<file path="src/sv/adc_dac_frame_converter_defines.svh">
// ----------------------------------------------------------------
// adc_dac_frame_converter_defines: assertion macros
// shared concurrent assertion forms, clocked on clk, disabled in rst
// ----------------------------------------------------------------
`ifndef ADC_DAC_FRAME_CONVERTER_DEFINES_SVH
`define ADC_DAC_FRAME_CONVERTER_DEFINES_SVH

// property that must hold at every edge
`define AFC_ASSERT(lbl, prop, msg) \
  lbl: assert property (@(posedge clk) disable iff (rst) prop) else $error(msg);

// antecedent at one edge implies consequent at the next
`define AFC_ASSERT_NEXT(lbl, ante, cons, msg) \
  lbl: assert property (@(posedge clk) disable iff (rst) (ante) |=> (cons)) else $error(msg);

`endif

</file>
<file path="src/sv/afc_pkg.sv">
// ----------------------------------------------------------------
// afc_pkg: shared types and constants
// operation codes, queue entry layout and scaling constants
// ----------------------------------------------------------------
package afc_pkg;

  // input item kinds
  localparam logic [1:0] KIND_RX    = 2'd0;
  localparam logic [1:0] KIND_WRITE = 2'd1;
  localparam logic [1:0] KIND_READ  = 2'd2;

  // result kinds
  localparam logic [1:0] RK_ADC = 2'd0;
  localparam logic [1:0] RK_DAC = 2'd1;
  localparam logic [1:0] RK_TX  = 2'd2;

  // descriptor high nibbles
  localparam logic [3:0] DESC_WRITE_HI = 4'h8;
  localparam logic [3:0] DESC_READ_HI  = 4'h9;

  localparam logic [3:0] ADC_MIN_LEN = 4'd5;
  localparam logic [3:0] DAC_MIN_LEN = 4'd3;

  localparam logic [2:0] TX_LEN_WRITE = 3'd5;
  localparam logic [2:0] TX_LEN_READ  = 3'd1;

  localparam logic [15:0] DAC_MID = 16'h8000;

  // adc: quotient by 2^22 - 1
  localparam int          ADC_SHIFT   = 22;
  localparam logic [22:0] ADC_DIVISOR = 23'h3FFFFF;

  // dac readback: 10000000 / 2^15
  localparam logic [30:0] DAC_FULL_SCALE = 31'd10000000;
  localparam int          DAC_SHIFT      = 15;

  // write: x * 256 / 78125 as (x * recip) >> 39, exact for |x| <= 10000305
  localparam logic signed [31:0] WRITE_MAX   = 32'sd9999999;
  localparam logic signed [31:0] WRITE_MIN   = -32'sd10000305;
  localparam logic [30:0]        WRITE_RECIP = 31'd1801439851;
  localparam int                 WRITE_SHIFT = 39;

  localparam int QUEUE_DEPTH = 4;

  typedef enum logic [1:0] {
    OP_ADC,
    OP_DAC_RB,
    OP_WRITE,
    OP_READ
  } op_t;

  // classified item as held in the queue
  typedef struct packed {
    op_t         op;
    logic [5:0]  chan;
    logic        neg;
    logic [23:0] mag;
    logic [1:0]  range_sel;
    logic        ovl;
  } item_t;

  function automatic logic [30:0] adc_range(input logic [1:0] sel);
    logic [30:0] r;
    unique case (sel)
      2'd0: r = 31'd10000000;
      2'd1: r = 31'd1000000;
      2'd2: r = 31'd100000;
      2'd3: r = 31'd10000;
    endcase
    return r;
  endfunction

endpackage

</file>
<file path="src/sv/adc_dac_frame_converter.sv">
// ----------------------------------------------------------------
// adc_dac_frame_converter: adc/dac module frame converter
// turns received frames into readings and write requests into frames
// ----------------------------------------------------------------
// Each transfer on the slave side is a received frame, a dac write request
// or a dac readback request. Received adc frames become a channel, a reading
// in microvolts for one of four ranges and an overload flag; dac readback
// frames become microvolts; a write request clamps its microvolts, encodes a
// 16-bit offset-binary code and gives a write frame followed by a readback
// request frame (tlast on the second). Short frames, unknown descriptors,
// out-of-range channels and an unknown kind give no result. The block takes
// one transfer per cycle while its four-entry queue has room and delivers one
// result per cycle while the master side is not stalled; a write request
// occupies the output register for two result transfers. A result passes the
// queue, the product register, the quotient register and the output register
// before it is valid on the master side, and it transfers when the master side
// is not stalled. The block holds no state between items, and no clearing or
// setup is needed after reset.
module adc_dac_frame_converter #(
  parameter int ADC_CHANNELS = 24,
  parameter int DAC_CHANNELS = 4
) (
  input  logic        clk,
  input  logic        rst,

  input  logic        s_tvalid,
  output logic        s_tready,
  // frame_desc, frame_length, frame_byte1, frame_byte2, frame_byte3,
  // frame_byte4, dac_channel, dac_value
  input  logic [79:0] s_tdata,
  // kind
  input  logic [1:0]  s_tuser,

  output logic        m_tvalid,
  input  logic        m_tready,
  // channel, microvolts, overload, tx_desc, tx_byte1, tx_byte2, tx_length,
  // zero fill
  output logic [63:0] m_tdata,
  // result_kind
  output logic [1:0]  m_tuser,
  output logic        m_tlast
);

  logic           push;
  logic           queue_full;
  logic           q_valid;
  logic           q_pop;
  afc_pkg::item_t front_item;
  afc_pkg::item_t q_item;

  // classify the incoming transfer; dropped items never enter the queue
  afc_front #(
    .ADC_CHANNELS (ADC_CHANNELS),
    .DAC_CHANNELS (DAC_CHANNELS)
  ) u_front (
    .s_tvalid     (s_tvalid),
    .s_tready     (s_tready),
    .queue_full   (queue_full),
    .kind         (s_tuser),
    .frame_desc   (s_tdata[7:0]),
    .frame_length (s_tdata[11:8]),
    .frame_byte1  (s_tdata[19:12]),
    .frame_byte2  (s_tdata[27:20]),
    .frame_byte3  (s_tdata[35:28]),
    .frame_byte4  (s_tdata[43:36]),
    .dac_channel  (s_tdata[47:44]),
    .dac_value    (s_tdata[79:48]),
    .push         (push),
    .item         (front_item)
  );

  // decouples input acceptance from output stalls
  afc_fifo u_fifo (
    .clk      (clk),
    .rst      (rst),
    .push     (push),
    .item_in  (front_item),
    .full     (queue_full),
    .pop      (q_pop),
    .valid    (q_valid),
    .item_out (q_item)
  );

  // scaling pipeline and result formatting
  afc_back u_back (
    .clk      (clk),
    .rst      (rst),
    .q_valid  (q_valid),
    .q_item   (q_item),
    .q_pop    (q_pop),
    .m_tvalid (m_tvalid),
    .m_tready (m_tready),
    .m_tdata  (m_tdata),
    .m_tuser  (m_tuser),
    .m_tlast  (m_tlast)
  );

endmodule

</file>
<file path="src/sv/afc_front.sv">
// ----------------------------------------------------------------
// afc_front: input classifier
// decodes one transfer into a queue entry, drops items with no result
// ----------------------------------------------------------------
module afc_front #(
  parameter int ADC_CHANNELS = 24,
  parameter int DAC_CHANNELS = 4
) (
  input  logic                s_tvalid,
  output logic                s_tready,
  input  logic                queue_full,
  input  logic [1:0]          kind,
  input  logic [7:0]          frame_desc,
  input  logic [3:0]          frame_length,
  input  logic [7:0]          frame_byte1,
  input  logic [7:0]          frame_byte2,
  input  logic [7:0]          frame_byte3,
  input  logic [7:0]          frame_byte4,
  input  logic [3:0]          dac_channel,
  input  logic signed [31:0]  dac_value,
  output logic                push,
  output afc_pkg::item_t      item
);

  localparam logic [6:0] ADC_LIMIT = 7'(ADC_CHANNELS);
  localparam logic [4:0] DAC_LIMIT = 5'(DAC_CHANNELS);

  logic [23:0]        raw;
  logic [23:0]        adc_mag;
  logic [15:0]        code16;
  logic [23:0]        dac_mag;
  logic signed [31:0] vc;
  logic signed [31:0] vneg;
  logic [23:0]        wr_mag;
  logic               adc_desc;
  logic               rb_desc;
  logic               dch_ok;
  logic               keep;

  always_comb begin
    raw     = {frame_byte4, frame_byte3, frame_byte2};
    adc_mag = raw[23] ? (~raw + 24'd1) : raw;

    code16  = {frame_byte1, frame_byte2};
    dac_mag = code16[15] ? {8'd0, code16 - afc_pkg::DAC_MID}
                         : {8'd0, afc_pkg::DAC_MID - code16};

    // clamp requested microvolts
    if (dac_value > afc_pkg::WRITE_MAX) begin
      vc = afc_pkg::WRITE_MAX;
    end else if (dac_value < afc_pkg::WRITE_MIN) begin
      vc = afc_pkg::WRITE_MIN;
    end else begin
      vc = dac_value;
    end
    vneg   = -vc;
    wr_mag = vc[31] ? vneg[23:0] : vc[23:0];

    adc_desc = (frame_desc != 8'd0) && (frame_desc[7:2] == 6'd0);
    rb_desc  = (frame_desc[7:4] == afc_pkg::DESC_READ_HI) &&
               ({1'b0, frame_desc[3:0]} < DAC_LIMIT);
    dch_ok   = {1'b0, dac_channel} < DAC_LIMIT;

    item = '0;
    keep = 1'b0;
    unique case (kind)
      afc_pkg::KIND_RX: begin
        priority if (adc_desc) begin
          if (frame_length >= afc_pkg::ADC_MIN_LEN &&
              {1'b0, frame_byte1[5:0]} < ADC_LIMIT) begin
            keep           = 1'b1;
            item.op        = afc_pkg::OP_ADC;
            item.chan      = frame_byte1[5:0];
            item.neg       = raw[23];
            item.mag       = adc_mag;
            item.range_sel = frame_byte1[7:6];
            item.ovl       = adc_mag[23] | adc_mag[22];
          end
        end else if (rb_desc && frame_length >= afc_pkg::DAC_MIN_LEN) begin
          keep      = 1'b1;
          item.op   = afc_pkg::OP_DAC_RB;
          item.chan = {2'd0, frame_desc[3:0]};
          item.neg  = ~code16[15];
          item.mag  = dac_mag;
        end else begin
          // unknown descriptor or short readback frame
          keep = 1'b0;
        end
      end
      afc_pkg::KIND_WRITE: begin
        keep      = dch_ok;
        item.op   = afc_pkg::OP_WRITE;
        item.chan = {2'd0, dac_channel};
        item.neg  = vc[31];
        item.mag  = wr_mag;
      end
      afc_pkg::KIND_READ: begin
        keep      = dch_ok;
        item.op   = afc_pkg::OP_READ;
        item.chan = {2'd0, dac_channel};
      end
      default: keep = 1'b0;
    endcase
  end

  assign s_tready = ~queue_full;
  assign push     = s_tvalid & s_tready & keep;

endmodule

</file>
<file path="src/sv/afc_fifo.sv">
// ----------------------------------------------------------------
// afc_fifo: item queue
// short register queue between classifier and datapath
// ----------------------------------------------------------------
module afc_fifo (
  input  logic           clk,
  input  logic           rst,
  input  logic           push,
  input  afc_pkg::item_t item_in,
  output logic           full,
  input  logic           pop,
  output logic           valid,
  output afc_pkg::item_t item_out
);

  localparam int AW = $clog2(afc_pkg::QUEUE_DEPTH);

  afc_pkg::item_t entries [afc_pkg::QUEUE_DEPTH];
  logic [AW-1:0]  wr_ptr;
  logic [AW-1:0]  rd_ptr;
  logic [AW:0]    count;

  assign full     = count == (AW + 1)'(afc_pkg::QUEUE_DEPTH);
  assign valid    = count != '0;
  assign item_out = entries[rd_ptr];

  always_ff @(posedge clk) begin
    if (rst) begin
      wr_ptr <= '0;
      rd_ptr <= '0;
      count  <= '0;
    end else begin
      if (push) begin
        wr_ptr <= wr_ptr + 1'b1;
      end
      if (pop) begin
        rd_ptr <= rd_ptr + 1'b1;
      end
      count <= count + (AW + 1)'(push) - (AW + 1)'(pop);
    end
  end

  always_ff @(posedge clk) begin
    if (push) begin
      entries[wr_ptr] <= item_in;
    end
  end

endmodule

</file>
<file path="src/sv/afc_back.sv">
// ----------------------------------------------------------------
// afc_back: scaling datapath and result output
// multiply, constant divide, sign and frame formatting
// ----------------------------------------------------------------
`include "adc_dac_frame_converter_defines.svh"

module afc_back (
  input  logic           clk,
  input  logic           rst,
  input  logic           q_valid,
  input  afc_pkg::item_t q_item,
  output logic           q_pop,
  output logic           m_tvalid,
  input  logic           m_tready,
  output logic [63:0]    m_tdata,
  output logic [1:0]     m_tuser,
  output logic           m_tlast
);

  // stage 1: product
  logic              s1_v;
  afc_pkg::op_t      s1_op;
  logic [5:0]        s1_chan;
  logic              s1_neg;
  logic              s1_ovl;
  logic [54:0]       s1_prod;
  logic [30:0]       mult_k;

  // stage 2: quotient magnitude
  logic              s2_v;
  afc_pkg::op_t      s2_op;
  logic [5:0]        s2_chan;
  logic              s2_neg;
  logic              s2_ovl;
  logic [24:0]       s2_q;
  logic [24:0]       q_next;
  logic [24:0]       q0;
  logic [25:0]       r1;
  logic [3:0]        q1;
  logic [22:0]       r2;
  logic              corr;

  // output stage
  logic              o_v;
  afc_pkg::op_t      o_op;
  logic [5:0]        o_chan;
  logic [25:0]       o_uv;
  logic              o_ovl;
  logic [15:0]       o_code;
  logic              phase;
  logic [25:0]       sq_next;

  logic              o_done;
  logic              o_free;
  logic              s2_ready;
  logic              s1_ready;

  logic [1:0]        rk;
  logic [25:0]       uv;
  logic              ovl;
  logic [7:0]        desc;
  logic [7:0]        b1;
  logic [7:0]        b2;
  logic [2:0]        len;
  logic              last;

  assign o_done   = m_tready & ((o_op != afc_pkg::OP_WRITE) | phase);
  assign o_free   = ~o_v | o_done;
  assign s2_ready = ~s2_v | o_free;
  assign s1_ready = ~s1_v | s2_ready;
  assign q_pop    = q_valid & s1_ready;

  always_comb begin
    unique case (q_item.op)
      afc_pkg::OP_ADC:    mult_k = afc_pkg::adc_range(q_item.range_sel);
      afc_pkg::OP_DAC_RB: mult_k = afc_pkg::DAC_FULL_SCALE;
      afc_pkg::OP_WRITE:  mult_k = afc_pkg::WRITE_RECIP;
      afc_pkg::OP_READ:   mult_k = '0;
    endcase
  end

  // divide by 2^22 - 1 through folding of the high part
  always_comb begin
    q0   = s1_prod[46:afc_pkg::ADC_SHIFT];
    r1   = {4'd0, s1_prod[afc_pkg::ADC_SHIFT-1:0]} + {1'b0, q0};
    q1   = r1[25:afc_pkg::ADC_SHIFT];
    r2   = {1'b0, r1[afc_pkg::ADC_SHIFT-1:0]} + {19'd0, q1};
    corr = r2 >= afc_pkg::ADC_DIVISOR;
    unique case (s1_op)
      afc_pkg::OP_ADC:    q_next = q0 + {21'd0, q1} + {24'd0, corr};
      afc_pkg::OP_DAC_RB: q_next = {1'b0, s1_prod[afc_pkg::DAC_SHIFT+23:afc_pkg::DAC_SHIFT]};
      afc_pkg::OP_WRITE:  q_next = {9'd0, s1_prod[afc_pkg::WRITE_SHIFT+15:afc_pkg::WRITE_SHIFT]};
      afc_pkg::OP_READ:   q_next = '0;
    endcase
  end

  assign sq_next = s2_neg ? -{1'b0, s2_q} : {1'b0, s2_q};

  always_ff @(posedge clk) begin
    if (rst) begin
      s1_v  <= 1'b0;
      s2_v  <= 1'b0;
      o_v   <= 1'b0;
      phase <= 1'b0;
    end else begin
      if (s1_ready) begin
        s1_v <= q_valid;
      end
      if (s2_ready) begin
        s2_v <= s1_v;
      end
      if (o_free) begin
        o_v   <= s2_v;
        phase <= 1'b0;
      end else if (m_tready && o_op == afc_pkg::OP_WRITE && !phase) begin
        phase <= 1'b1;
      end
    end
  end

  always_ff @(posedge clk) begin
    if (s1_ready) begin
      s1_op   <= q_item.op;
      s1_chan <= q_item.chan;
      s1_neg  <= q_item.neg;
      s1_ovl  <= q_item.ovl;
      s1_prod <= 55'(q_item.mag) * 55'(mult_k);
    end
    if (s2_ready) begin
      s2_op   <= s1_op;
      s2_chan <= s1_chan;
      s2_neg  <= s1_neg;
      s2_ovl  <= s1_ovl;
      s2_q    <= q_next;
    end
    if (o_free) begin
      o_op   <= s2_op;
      o_chan <= s2_chan;
      o_ovl  <= s2_ovl;
      o_uv   <= sq_next;
      o_code <= afc_pkg::DAC_MID + sq_next[15:0];
    end
  end

  always_comb begin
    rk   = afc_pkg::RK_TX;
    uv   = '0;
    ovl  = 1'b0;
    desc = {afc_pkg::DESC_READ_HI, o_chan[3:0]};
    b1   = '0;
    b2   = '0;
    len  = afc_pkg::TX_LEN_READ;
    last = 1'b1;
    unique case (o_op)
      afc_pkg::OP_ADC: begin
        rk   = afc_pkg::RK_ADC;
        uv   = o_uv;
        ovl  = o_ovl;
        desc = '0;
        len  = '0;
      end
      afc_pkg::OP_DAC_RB: begin
        rk   = afc_pkg::RK_DAC;
        uv   = o_uv;
        desc = '0;
        len  = '0;
      end
      afc_pkg::OP_WRITE: begin
        if (!phase) begin
          desc = {afc_pkg::DESC_WRITE_HI, o_chan[3:0]};
          b1   = o_code[15:8];
          b2   = o_code[7:0];
          len  = afc_pkg::TX_LEN_WRITE;
          last = 1'b0;
        end
      end
      afc_pkg::OP_READ: last = 1'b1;
    endcase
  end

  assign m_tvalid = o_v;
  assign m_tuser  = rk;
  assign m_tlast  = last;
  assign m_tdata  = {4'd0, len, b2, b1, desc, ovl, uv, o_chan};

  `AFC_ASSERT(a_phase_write, phase |-> (o_v && o_op == afc_pkg::OP_WRITE), "second phase on a non-write result")
  `AFC_ASSERT_NEXT(a_write_pair, (o_v && m_tready && o_op == afc_pkg::OP_WRITE && !phase), (o_v && phase), "readback frame did not follow write frame")
  `AFC_ASSERT(a_adc_quot, (s2_v && s2_op == afc_pkg::OP_ADC) |-> (s2_q <= 25'd20000005), "adc quotient out of range")
  `AFC_ASSERT(a_write_quot, (s2_v && s2_op == afc_pkg::OP_WRITE) |-> (s2_q <= 25'd32768), "dac code quotient out of range")

endmodule

</file>
<file path="config.mk">
export PLATFORM = sky130hd
export DESIGN_NAME = adc_dac_frame_converter
export DESIGN_NICKNAME = d
export VERILOG_FILES = /design/src/sv/afc_pkg.sv /design/src/sv/adc_dac_frame_converter.sv /design/src/sv/afc_front.sv /design/src/sv/afc_fifo.sv /design/src/sv/afc_back.sv
export VERILOG_INCLUDE_DIRS = /design/src /design/src/sv
export SDC_FILE = /design/constraint.sdc
export NUM_CORES = 2
export LEC_CHECK = 0
export ABC_AREA = 1
export BUFFER_PORTS_ARGS = -buffer_cell sky130_fd_sc_hd__buf_2
export CELL_PAD_IN_SITES_DETAIL_PLACEMENT = 0
export CELL_PAD_IN_SITES_GLOBAL_PLACEMENT = 1
export CORE_MARGIN = 5
export CORE_UTILIZATION = 40
export CTS_CLUSTER_SIZE = 8
export DETAILED_ROUTE_END_ITERATION = 16
export PLACE_DENSITY = 0.68
export SYNTH_ARGS = -nofsm -noshare
export SYNTH_HDL_FRONTEND = slang
export SYNTH_SLANG_ARGS = --single-unit
</file>
<file path="constraint.sdc">
create_clock -name clk -period 9.31 [get_ports clk]
set_input_delay 0.931 -clock clk [delete_from_list [all_inputs] [get_ports clk]]
set_output_delay 0.931 -clock clk [all_outputs]
set_load 0.1 [all_outputs]
</file>
==> flow_summary.ini <==
[clock_tree]
cts-root-buf = clkbuf_16
cts_tree = built
numCtsBuffers = 43
clk_latency_ns = 0.58
postCtsSetupBuffers = 0
clkTransAtPathRegs_ns = 0.05
cts_htree_levels = 2
clock-sinks = 293
clockBufferDepth = 3
cts_resized = 0
ctsHoldBuffers = 0

[grt]
grt_pass1_wl_mm = 183
overflow = 0
antenna_found_initial = 0
track_usage_pct = 24.6
grt_pass1_vias = 29363
grt_max_degree = 68

[synthesis]
ys_warn_count = 0
yosysUniqueCellTypes = 61
netlist_area_sq_um = 36800
yosys.area.top_type = fa_1
ys_ff_latch = 293
synth_top_area_share_pct = 29.5
avgSynthCellArea_sq_um = 8.65
synth_seq_area_share_pct = 23.5
synth_ff_type = edfxtp_1
synthTopCellsByArea = fa_1 30%, edfxtp_1 23%, inv_1 11%
async_reset_ff_share_pct = 0
synth_edf_count = 280
syn_inst = 4257

[worst_setup_path]
r2r_slack_ns = 0.69
worst-path-buf-inv = 11
crit_top_cell = inv_1
slowest_delay_ns = 0.64
worstRegToRegCells = 32
worst_path_max_delay_cell = fa_1
required_ns = 9.64
crit_family = adder cells
crit_path_start_kind = flop
arrival_ns = 8.94
cp-end-kind = flop
rr_endpoint = u_back.s1_prod[50]
setup.worst_path.class = reg2reg
path_max_fanout = 50

[finish]
final_cell_mix = 1048 x inv_1, 661 x nand2_1, 543 x fa_1
final_common_cell = inv_1
drive_gt1_share_pct = 8.08
nets = 5395
synthToLayoutAreaGrowth_pct = 10.9
antennaDiodeCount = 0
n_fill_cell = 9163

[sta]
fmax_ghz = 0.116
rsz0062_at_grt = no
period_share_pct = 92.5
finalSetupViolations = 0
slew_headroom_pct = 39.8
final.min_clock_period_ns = 8.62
hold_violations = 0
skew_ns = 0.0375
worst_pin_slew_ns = 0.900
slew_violations = 0
fin_setup_tns_ns = 0

[drt]
wire_per_inst_microns = 21.2
drc = 0
route.antenna.remaining_nets = 0
avgViaCountPerCell = 5.02
firstDrtPassIters = 8
routed_wl_mm = 121
vias = 28579
drt-initial-drc-count = 2268

[floorplan]
die_area_sq_um = 98200
std_cell_rows = 111
io_pins = 155
start_util_pct = 40.2
die_x_microns = 313
core_area_sq_um = 91500
fp.dieH_microns = 313

[hold_path]
hp-class = reg2reg
holdPathEnd = u_back.o_chan[1]
min-delay-start = u_back.s2_chan[1]
whs_path_depth = 0

[placement]
io_buffers = 147
hpwl_mm = 104
gp_congestion = 1.01

[run_status]
status = complete, no violations

[run]
max_cap_viol_count = 0
## sequential cells by signal (all words and copies together), names as in the netlist, 2 cells and up, named ones only
signal and flops:
u_back.s1_prod 55, u_back.s2_chan 6, u_back.s1_chan 6, u_back.o_chan 6, u_fifo.count 3, u_back.o_op 2, u_fifo.wr_ptr 2, u_fifo.rd_ptr 2
u_back.o_code 16, u_back.o_uv 11, u_back.s2_q 25, u_back.s1_op 2, u_fifo.entries 144, u_back.s2_op 2
## stage by stage
step | setup slack (ns) | cell area [sq um] | hold slack [ns] | cells | util (%)
6_report | 0.694 | 40900 | 0.416 | 5693 | 44.6
5_1_grt | 0.198 | 40900 | 0.415 | 5693 | 44.6
4_1_cts | 0.680 | 40900 | 0.418 | 5693 | 44.6
3_5_place_dp | 0.655 | 39600 | 0.406 | 5620 | 43.3
3_3_place_gp | 0.687 | 39600 | 0.404 | 5620 | 43.3
2_1_floorplan | 0.911 | 36900 | 0.400 | 4267 | -
## worst max path at each step
stage | startpoint | end | depth (start not counted)
floorplan | flop | u_back.s1_prod[34] | 36
global placement | flop | u_back.s1_prod[50] | 32
detailed placement | flop | u_back.s1_prod[50] | 29
CTS | flop | u_back.s1_prod[50] | 32
global route | flop | u_back.s1_prod[45] | 37
finish | flop | u_back.s1_prod[50] | 32
## worst register-to-register path, delay by kind of cell, from the launching register on
kind	cells	cell delay, ns
adders and majority gates	9	4.27
xor gates and xnor gates	1	0.15
DFF	1	0.35
and+or+nand+nor	9	1.97
buffers and inverters	11	1.31
AOI/OAI and AO/OA	2	0.35
## area by class of cell
| type | count | area, sq um | share of cell area (%) |
|---|---|---|---|
| Inverter | 1068 | 4010 | 9.81 |
| Clock buffer | 69 | 1180 | 2.90 |
| Timing Repair Buffer | 257 | 1640 | 4.01 |
| Sequential cell | 293 | 8670 | 21.2 |
| Clock inverter | 4 | 77.6 | 0.190 |
| Tap cell | 1186 | 1480 | 3.63 |
| Multi-Input combinational cell | 2816 | 23800 | 58.2 |
## cell usage after synthesis, drive strengths merged (2+ instances only)
cell and count:
inv 1060, nand2 671, fa 543, nor2 511, ha 287, edfxtp 280
nand3 194, a21oi 145, o21ai 133, xor2 65, clkbuf 61, nor3 42
nand4 39, xnor2 32, a31oi 31, buf 29, o22ai 17, dfxtp 13
o211ai 13, nor4 10, nand3b 9, or2 9, clkinv 8, o21a 8
o221ai 7, a211oi 6, a21o 5, o21bai 5, a21boi 3, a32oi 3
o2111ai 3, o311ai 3, o31ai 3, nor3b 2, o32ai 2
## layer usage
metal  global-route usage (%)  up-vias  share of wire (%)
met3                     3.74      152                6.5
met1                     34.1    13955                 43
met5                        0        -                  0
met2                     40.8      912                 47
li1                         -    13560                  -
met4                     6.29        0                3.0
## cells by family (layout without fill, tap and decap cells)
kind of cell / count (synthesis) / after routing / synth area share, %
flip-flops: 293 / 293 / 23.5
adder cells (fa/ha/maj): 830 / 830 / 39.3
AO/OA/AOI/OAI: 389 / 389 / 6.01
buffers and inverters: 1158 / 1398 / 12.0
AND/OR/NAND/NOR: 1489 / 1489 / 16.8
other: 1 / 11 / 0.0102
XOR/XNOR: 97 / 97 / 2.31
Power is not shown: default switching activity piles up to over one toggle a cycle in this logic, so the estimate is an artifact.
